[src/hdl/acre_pkg.sv]
package acre_pkg;

  // Counter width of the run tracker; the run_length field caps it at 16 bits
  localparam int RUN_BITS = 16;
  localparam int LEN_W    = 16;
  localparam int CNT_W    = (RUN_BITS < LEN_W) ? RUN_BITS : LEN_W;

  localparam int BYTE_W   = 8;
  localparam int IN_DATA_W  = 16;  // ref_byte, query_byte
  localparam int OUT_DATA_W = 24;  // run_length, op_code, zero fill

  localparam logic [BYTE_W-1:0] GAP_BYTE = 8'h2D;  // '-'

  // Result queue
  localparam int QUEUE_DEPTH = 4;
  localparam int QPTR_W      = $clog2(QUEUE_DEPTH);
  localparam int QCNT_W      = $clog2(QUEUE_DEPTH + 1);

  typedef enum logic [1:0] {
    OP_MATCH    = 2'd0,
    OP_INS      = 2'd1,
    OP_DEL      = 2'd2,
    OP_MISMATCH = 2'd3
  } cigar_op_t;

  // One classified alignment column
  typedef struct packed {
    logic      skip;  // gap in both rows
    cigar_op_t op;
    logic      last;
  } col_class_t;

  typedef struct packed {
    logic [LEN_W-1:0] run_length;
    cigar_op_t        op_code;
    logic             final_run;
  } run_result_t;

  // Up to two results per column, in emission order
  typedef struct packed {
    logic [1:0]  num;
    run_result_t first;
    run_result_t second;
  } queue_push_t;

endpackage

[src/hdl/acre_classify.sv]
module acre_classify (
  input  logic                               clk,
  input  logic                               rst_n,
  input  logic                               in_valid,
  output logic                               in_ready,
  input  logic [acre_pkg::BYTE_W-1:0]        ref_byte,
  input  logic [acre_pkg::BYTE_W-1:0]        query_byte,
  input  logic                               end_flag,
  output logic                               col_valid,
  input  logic                               col_take,
  output acre_pkg::col_class_t               col
);
  import acre_pkg::*;

  logic       valid_r, valid_nxt;
  col_class_t col_r, col_nxt;
  logic       rgap, qgap;

  assign rgap     = (ref_byte == GAP_BYTE);
  assign qgap     = (query_byte == GAP_BYTE);
  assign in_ready = !valid_r || col_take;

  always_comb begin
    col_nxt.skip = rgap && qgap;
    col_nxt.last = end_flag;
    if (rgap) begin
      col_nxt.op = OP_DEL;
    end else if (qgap) begin
      col_nxt.op = OP_INS;
    end else if (ref_byte == query_byte) begin
      col_nxt.op = OP_MATCH;
    end else begin
      col_nxt.op = OP_MISMATCH;
    end
    valid_nxt = in_ready ? in_valid : valid_r;
  end

  always_ff @(posedge clk) begin
    if (!rst_n) begin
      valid_r <= 1'b0;
    end else begin
      valid_r <= valid_nxt;
    end
  end

  always_ff @(posedge clk) begin
    if (in_valid && in_ready) begin
      col_r <= col_nxt;
    end
  end

  assign col_valid = valid_r;
  assign col       = col_r;

endmodule

[src/hdl/acre_run_tracker.sv]
module acre_run_tracker (
  input  logic                  clk,
  input  logic                  rst_n,
  input  logic                  col_valid,
  input  acre_pkg::col_class_t  col,
  input  logic                  room,
  output logic                  col_take,
  output acre_pkg::queue_push_t push
);
  import acre_pkg::*;

  logic [CNT_W-1:0] cnt_r, cnt_nxt, cnt_upd;
  cigar_op_t        op_r, op_nxt, op_upd;
  logic             close_run, flush;
  run_result_t      closed_res, final_res;

  assign col_take = col_valid && room;

  always_comb begin
    cnt_upd   = cnt_r;
    op_upd    = op_r;
    close_run = 1'b0;
    if (!col.skip) begin
      if (cnt_r == '0) begin
        cnt_upd = CNT_W'(1);
        op_upd  = col.op;
      end else if (col.op != op_r) begin
        close_run = 1'b1;
        cnt_upd   = CNT_W'(1);
        op_upd    = col.op;
      end else if (cnt_r == '1) begin
        // full counter: close the run, restart with the same operation
        close_run = 1'b1;
        cnt_upd   = CNT_W'(1);
      end else begin
        cnt_upd = cnt_r + CNT_W'(1);
      end
    end

    flush = col.last;

    closed_res.run_length = LEN_W'(cnt_r);
    closed_res.op_code    = op_r;
    closed_res.final_run  = 1'b0;

    // empty alignment flushes as count zero, match
    final_res.run_length = LEN_W'(cnt_upd);
    final_res.op_code    = (cnt_upd == '0) ? OP_MATCH : op_upd;
    final_res.final_run  = 1'b1;

    push.num    = col_take ? (2'({1'b0, close_run}) + 2'({1'b0, flush})) : 2'd0;
    push.first  = close_run ? closed_res : final_res;
    push.second = final_res;

    if (flush) begin
      cnt_nxt = '0;
      op_nxt  = OP_MATCH;
    end else begin
      cnt_nxt = cnt_upd;
      op_nxt  = op_upd;
    end
  end

  always_ff @(posedge clk) begin
    if (!rst_n) begin
      cnt_r <= '0;
      op_r  <= OP_MATCH;
    end else if (col_take) begin
      cnt_r <= cnt_nxt;
      op_r  <= op_nxt;
    end
  end

endmodule

[src/hdl/acre_out_queue.sv]
module acre_out_queue (
  input  logic                  clk,
  input  logic                  rst_n,
  input  acre_pkg::queue_push_t push,
  output logic                  room,
  output logic                  out_valid,
  input  logic                  out_ready,
  output acre_pkg::run_result_t out_res
);
  import acre_pkg::*;

  run_result_t       slot_r [QUEUE_DEPTH];
  logic [QPTR_W-1:0] head_r, head_nxt, tail_r, tail_nxt;
  logic [QCNT_W-1:0] count_r, count_nxt;
  logic              pop;

  assign out_valid = (count_r != '0);
  assign out_res   = slot_r[head_r];
  assign pop       = out_valid && out_ready;
  // a column may bring two results
  assign room      = (count_r <= QCNT_W'(QUEUE_DEPTH - 2));

  always_comb begin
    head_nxt  = pop ? head_r + QPTR_W'(1) : head_r;
    tail_nxt  = tail_r + QPTR_W'(push.num);
    count_nxt = count_r + QCNT_W'(push.num) - QCNT_W'(pop);
  end

  always_ff @(posedge clk) begin
    if (!rst_n) begin
      head_r  <= '0;
      tail_r  <= '0;
      count_r <= '0;
    end else begin
      head_r  <= head_nxt;
      tail_r  <= tail_nxt;
      count_r <= count_nxt;
    end
  end

  always_ff @(posedge clk) begin
    if (push.num != 2'd0) begin
      slot_r[tail_r] <= push.first;
    end
    if (push.num == 2'd2) begin
      slot_r[tail_r + QPTR_W'(1)] <= push.second;
    end
  end

endmodule

[src/hdl/alignment_cigar_run_encoder.sv]
// Path: an accepted column is registered in the classify stage, then its results are
//   written into the result queue, which offers them to the sink.
// Throughput: one column per cycle; results leave at one per cycle while the sink is
//   ready, and a column that closes a run and ends the alignment yields two results.
// The column stage stalls only when the four-entry result queue has fewer than two
//   free slots.
// Reset: synchronous, active low; clears the open run and empties the queue.
module alignment_cigar_run_encoder (
  input  logic                                clk,
  input  logic                                rst_n,
  input  logic                                in_tvalid,
  output logic                                in_tready,
  input  logic [acre_pkg::IN_DATA_W-1:0]      in_tdata,   // [7:0] ref_byte, [15:8] query_byte
  input  logic                                in_tlast,   // end_of_alignment
  output logic                                out_tvalid,
  input  logic                                out_tready,
  output logic [acre_pkg::OUT_DATA_W-1:0]     out_tdata,  // [15:0] run_length, [17:16] op_code
  output logic                                out_tlast   // final_run
);
  import acre_pkg::*;

  logic        col_valid, col_take, room;
  col_class_t  col;
  queue_push_t push;
  run_result_t out_res;

  // Register the column and classify it as match, mismatch, insertion or deletion
  acre_classify u_classify (
    .clk        (clk),
    .rst_n      (rst_n),
    .in_valid   (in_tvalid),
    .in_ready   (in_tready),
    .ref_byte   (in_tdata[7:0]),
    .query_byte (in_tdata[15:8]),
    .end_flag   (in_tlast),
    .col_valid  (col_valid),
    .col_take   (col_take),
    .col        (col)
  );

  // Extend or close the open run; flush it on end of alignment
  acre_run_tracker u_tracker (
    .clk       (clk),
    .rst_n     (rst_n),
    .col_valid (col_valid),
    .col       (col),
    .room      (room),
    .col_take  (col_take),
    .push      (push)
  );

  // Hold results until the sink takes them
  acre_out_queue u_queue (
    .clk       (clk),
    .rst_n     (rst_n),
    .push      (push),
    .room      (room),
    .out_valid (out_tvalid),
    .out_ready (out_tready),
    .out_res   (out_res)
  );

  assign out_tdata = {{(OUT_DATA_W - LEN_W - 2){1'b0}}, out_res.op_code, out_res.run_length};
  assign out_tlast = out_res.final_run;

endmodule

[config.mk]
export PLATFORM = sky130hd
export DESIGN_NAME = alignment_cigar_run_encoder
export DESIGN_NICKNAME = d
export VERILOG_FILES = /design/src/hdl/acre_pkg.sv /design/src/hdl/acre_classify.sv /design/src/hdl/acre_run_tracker.sv /design/src/hdl/acre_out_queue.sv /design/src/hdl/alignment_cigar_run_encoder.sv
export SDC_FILE = /design/constraint.sdc
export NUM_CORES = 1
export LEC_CHECK = 0
export BUFFER_PORTS_ARGS = -buffer_cell sky130_fd_sc_hd__buf_2
export CAP_MARGIN = 20
export CORE_MARGIN = 10
export CORE_UTILIZATION = 35
export CTS_BUF_LIST = sky130_fd_sc_hd__clkbuf_16
export CTS_CLUSTER_DIAMETER = 150
export DETAILED_ROUTE_END_ITERATION = 8
export HOLD_SLACK_MARGIN = 0.05
export PLACE_DENSITY_LB_ADDON = 0.15
export SETUP_SLACK_MARGIN = 0.02
export SLEW_MARGIN = 20
export SYNTH_ARGS = -nofsm -noshare
export SYNTH_HDL_FRONTEND = slang
export SYNTH_SLANG_ARGS = --single-unit
[constraint.sdc]
create_clock -name clk -period 4.9 [get_ports clk]
set_input_delay 0.49 -clock clk [delete_from_list [all_inputs] [get_ports clk]]
set_output_delay 0.49 -clock clk [all_outputs]
set_load 0.03 [all_outputs]
==> summary.txt <==
Timing
  – Fmax: around 230 MHz
  – Hold Vio Cnt, Final: 0
  – Setup-failing EPs final: 0
  – Final cycle utilization of the critical path: 0.874
  – Hold slack: ~0.32 ns
  – Max Slew Vio Count: 0
  – Setup TNS: 0 ns
  – Clk_skew: between 0.01 and 0.015 ns
  – Least-Margin Pin Slew: approximately 0.97 ns
  – Post-route minimum period: between 4 and 5 ns
  – RSZ-0062 raised after global routing: no
  – Slew HR: 0.353

Die
  – # rows: 48
  – Die X-Extent: roughly 150 µm
  – Ports: 48
  – Full die area: around 0.023 mm²
  – Initial core utilization: 0.354
  – Die Ht: between 150 and 200 µm
  – Area of the core: roughly 0.017 mm²

Setup path
  – Crit path DAT: about 4.5 ns
  – Setup crit start kind: register
  – Reg2Reg Setup Slack: 0.62 ns
  – Required @ worst endpoint: around 5 ns
  – Worst setup EP type: register
  – Reg-to-Reg Start: u_tracker.cnt_r[1]$_SDFFE_PN0P_
  – CP Max Fanout: 26
  – R2r endpoint: u_queue.slot_r[1][7]$_DFFE_PP_
  – Reg2Reg Depth: 15
  – Kind of critical path: reg -> reg

Placed design
  – Final Wtd Congestion: between 0.8 and 0.9
  – Port bufs: approximately 40
  – Detailed placement HPWL: about 11 mm
  – Cell total after placement: 785

GRT
  – Initial antenna violation count: 0
  – Largest net degree at the start of global routing: 28
  – Vias in the first global route: about 4,300
  – Grt total ovfl: 0
  – Global-route wire length before repair: around 25 mm
  – GRT Util Overall: 0.138

Logic synthesis
  – Simple-gate share of the synthesized area: 0.189
  – Top_reg_cell synth: edfxtp_1
  – Area share of fa/ha/maj cells after synthesis: 0.0177
  – Post-synthesis register bit count: between 100 and 150
  – Synth Cell Area: between 0.006 and 0.007 mm²
  – Syn. warnings: 0
  – Post-Synthesis Cells: around 550
  – Mux cell area share after synthesis: 0.0803
  – EDFF count, synth: 76
  – Post-synth ARST share: 0
  – Yosys cell types: around 60
  – Synth Area in Compound Gates: 0.142
  – Largest family of logic cells by synthesized area: simple AND/OR/NAND/NOR gates
  – Post-synthesis sequential area ratio: 0.481
  – Synth Area in XOR/XNOR: 0.0361
  – Syn avg cell area: roughly 11 µm²

Min path
  – Hold Path Depth: 1
  – Worst hold path class: in -> reg
  – Min-delay src: in_tlast
  – Hold EP: u_classify.col[0]$_DFFE_PP_

Cells and area
  – Final #Nets: 600
  – Ant diodes: 0
  – Non-filler cells, final: about 800
  – Layout cell share with drive strength beyond 1: 0.184
  – Core Util, Final: 0.387
  – Area Growth Syn to Fin: 9.35%
  – Fillers: approximately 1,700

Clocking
  – CTS clk-pin slew, worst paths: 0.07 ns
  – CTS buffer count: 9
  – H-tree depth: 3
  – Post-CTS Setup Repair Bufs: 0
  – TritonCTS clock tree: yes
  – Worst skew pair latency: between 0.3 and 0.4 ns
  – Hold Buf Count CTS: 0
  – CTS Sinks: 108
  – Clk buf depth: 2
  – Root Driver: clkbuf_16
  – Post-CTS sizing: 0

Outcome
  – Status: complete, no violations

Power
  – Clock Power Share: 0.290
  – Reg power frac: 0.456
  – Net Sw Frac: 0.316
  – Total power: approximately 0.0023 W
  – Pwr Density: about 350 mW/mm²
  – Int Power: approximately 0.0016 W
  – LEAKAGE: 2.30 nW
  – Max VDD drop: 0.182 mV
  – Sw power: about 0.00074 W
  – Combinational Power Share: 0.254

Job
  – Max_cap viols: 0

Route
  – DRC errors left: 0
  – Wirelength, routed: around 15 mm
  – Via Count: approximately 4,400
  – Routed wire length per instance: approximately 19 µm
  – Antenna viol nets, final: 0
  – DR iter-0 viols: 446
  – 1st-pass router iterations: 5
  – Post-DR vias/cell: between 5 and 6
==> stage by stage <==
step | setup slack, ns | area [µm²]
final | 0.616 | 6640
after global routing | 0.264 | 6640
after CTS | 0.610 | 6640
after detailed placement | 0.636 | 6370
after global placement | 0.766 | 6370
after floorplan | 1.11 | 6090
==> layer usage <==
metal  GRT usage  share of wire  vias up
met5           0              0        -
met4      0.0410          0.012        0
met3      0.0247          0.063        9
met2       0.206           0.45      156
met1       0.199           0.48     2128
li1            -              -     2078
==> registers in the layout (all words and copies together) (netlist names), named ones only <==
name and flops:
u_classify.col 4, u_tracker.op_r 2, u_queue.count_r 3, u_queue.head_r 2
u_classify.col_valid 1, u_tracker.cnt_r 16, u_queue.slot_r 76, u_queue.tail_r 2
==> cell usage after synthesis (2+ instances only) <==
cell type | number | area share
nor4_1 | 7 | 0.0072
and2_1 | 13 | 0.013
or4_1 | 3 | 0.0037
a21oi_1 | 23 | 0.019
mux2i_1 | 6 | 0.0099
buf_1 | 2 | 0.0012
o21ai_1 | 3 | 0.0025
nor2_8 | 4 | 0.013
nand2b_1 | 7 | 0.0072
a41oi_1 | 2 | 0.0029
or3_1 | 5 | 0.0052
nor4b_1 | 4 | 0.0058
a21boi_0 | 7 | 0.0087
or2_2 | 2 | 0.0021
a22o_1 | 33 | 0.048
buf_2 | 12 | 0.0099
nor2b_1 | 20 | 0.021
buf_4 | 10 | 0.012
buf_6 | 5 | 0.0093
mux4_2 | 19 | 0.070
nor3b_1 | 2 | 0.0025
clkbuf_1 | 17 | 0.011
inv_2 | 3 | 0.0019
nand3_1 | 7 | 0.0058
or3b_2 | 2 | 0.0029
a22oi_1 | 10 | 0.012
nor3_1 | 18 | 0.015
xnor2_1 | 19 | 0.027
nand4_1 | 8 | 0.0082
xor2_1 | 6 | 0.0087
a21o_1 | 4 | 0.0049
inv_1 | 10 | 0.0062
edfxtp_1 | 76 | 0.38
nor2_1 | 36 | 0.022
ha_1 | 7 | 0.014
nand2_1 | 48 | 0.030
dfxtp_1 | 32 | 0.11
o21ai_0 | 38 | 0.031
==> worst max-delay path by stage <==
stage	startpoint	endpoint	slack (ns)	cells past startpoint
after floorplan	u_tracker.cnt_r[7]$_SDFFE_PN0P_	u_queue.slot_r[2][5]$_DFFE_PP_	1.11	17
after global placement	u_tracker.cnt_r[0]$_SDFFE_PN0P_	u_queue.slot_r[1][5]$_DFFE_PP_	0.77	15
after detailed placement	u_tracker.cnt_r[0]$_SDFFE_PN0P_	u_queue.slot_r[1][5]$_DFFE_PP_	0.64	15
after CTS	u_tracker.cnt_r[0]$_SDFFE_PN0P_	u_queue.slot_r[1][5]$_DFFE_PP_	0.61	15
after global routing	u_tracker.cnt_r[0]$_SDFFE_PN0P_	u_queue.slot_r[1][7]$_DFFE_PP_	0.26	15
final	u_tracker.cnt_r[1]$_SDFFE_PN0P_	u_queue.slot_r[1][7]$_DFFE_PP_	0.62	15
==> worst max-delay path: stages, from the launching register on <==
cell      delay, ns
dfxtp_1        0.53
ha_1           0.28
nand4_1        0.16
nor4_4         0.36
nor2_2         0.06
or3_1          0.39
inv_2          0.10
ha_1           0.23
o211ai_1       0.21
or3b_2         0.56
and2_1         0.27
inv_2          0.45
nand2_1        0.20
nor2_1         0.12
o21ai_0        0.08
o21ai_0        0.10
==> cells by family after synthesis <==
logic type               count (synthesis)
other                                    1
AO/OA/AOI/OAI                          127
flip-flops                             108
adder cells (fa/ha/maj)                  8
buffers and inverters                   61
XOR/XNOR                                25
AND/OR/NAND/NOR                        198
multiplexers                            25
==> cell type report <==
class / instances / area (µm²) / area share
Inverter: 14 / 53.8 / 0.00810
Clock inverter: 7 / 45.0 / 0.00678
Clock buffer: 9 / 225 / 0.0339
Timing Repair Buffer: 49 / 265 / 0.0399
Tap cell: 225 / 282 / 0.0424
Sequential cell: 108 / 2920 / 0.440
Multi-Input combinational cell: 389 / 2850 / 0.429
==> cell usage in the layout, fill, tap and decap left out, types with 5 or more instances in the layout <==
cell / synthesis / routed
a21boi_0: 7 / 7
a21oi_1: 23 / 23
a22o_1: 33 / 33
a22oi_1: 10 / 10
and2_1: 13 / 13
buf_2: 12 / 41
buf_4: 10 / 8
clkbuf_16: 0 / 9
conb_1: 1 / 6
dfxtp_1: 32 / 32
edfxtp_1: 76 / 76
ha_1: 7 / 7
inv_1: 10 / 12
mux2i_1: 6 / 6
mux4_2: 19 / 19
nand2_1: 48 / 48
nand2b_1: 7 / 7
nand3_1: 7 / 7
nand4_1: 8 / 8
nor2_1: 36 / 36
nor2b_1: 20 / 20
nor3_1: 18 / 18
nor4_1: 7 / 7
o21ai_0: 38 / 38
or3_1: 5 / 5
xnor2_1: 19 / 19
xor2_1: 6 / 6
==> power by group through the flow <==
stage	Combinational [W]	Clock [W]	Sequential, W
5_1_grt	0.000652	0.000731	0.00108
3_5_place_dp	0.000610	0	0.00109
4_1_cts	0.000612	0.000692	0.00107
6_report	0.000596	0.000679	0.00107
2_1_floorplan	0.000482	0	0.00106
3_3_place_gp	0.000606	0	0.00109
Note: power is estimated with default switching activity, not from simulation.
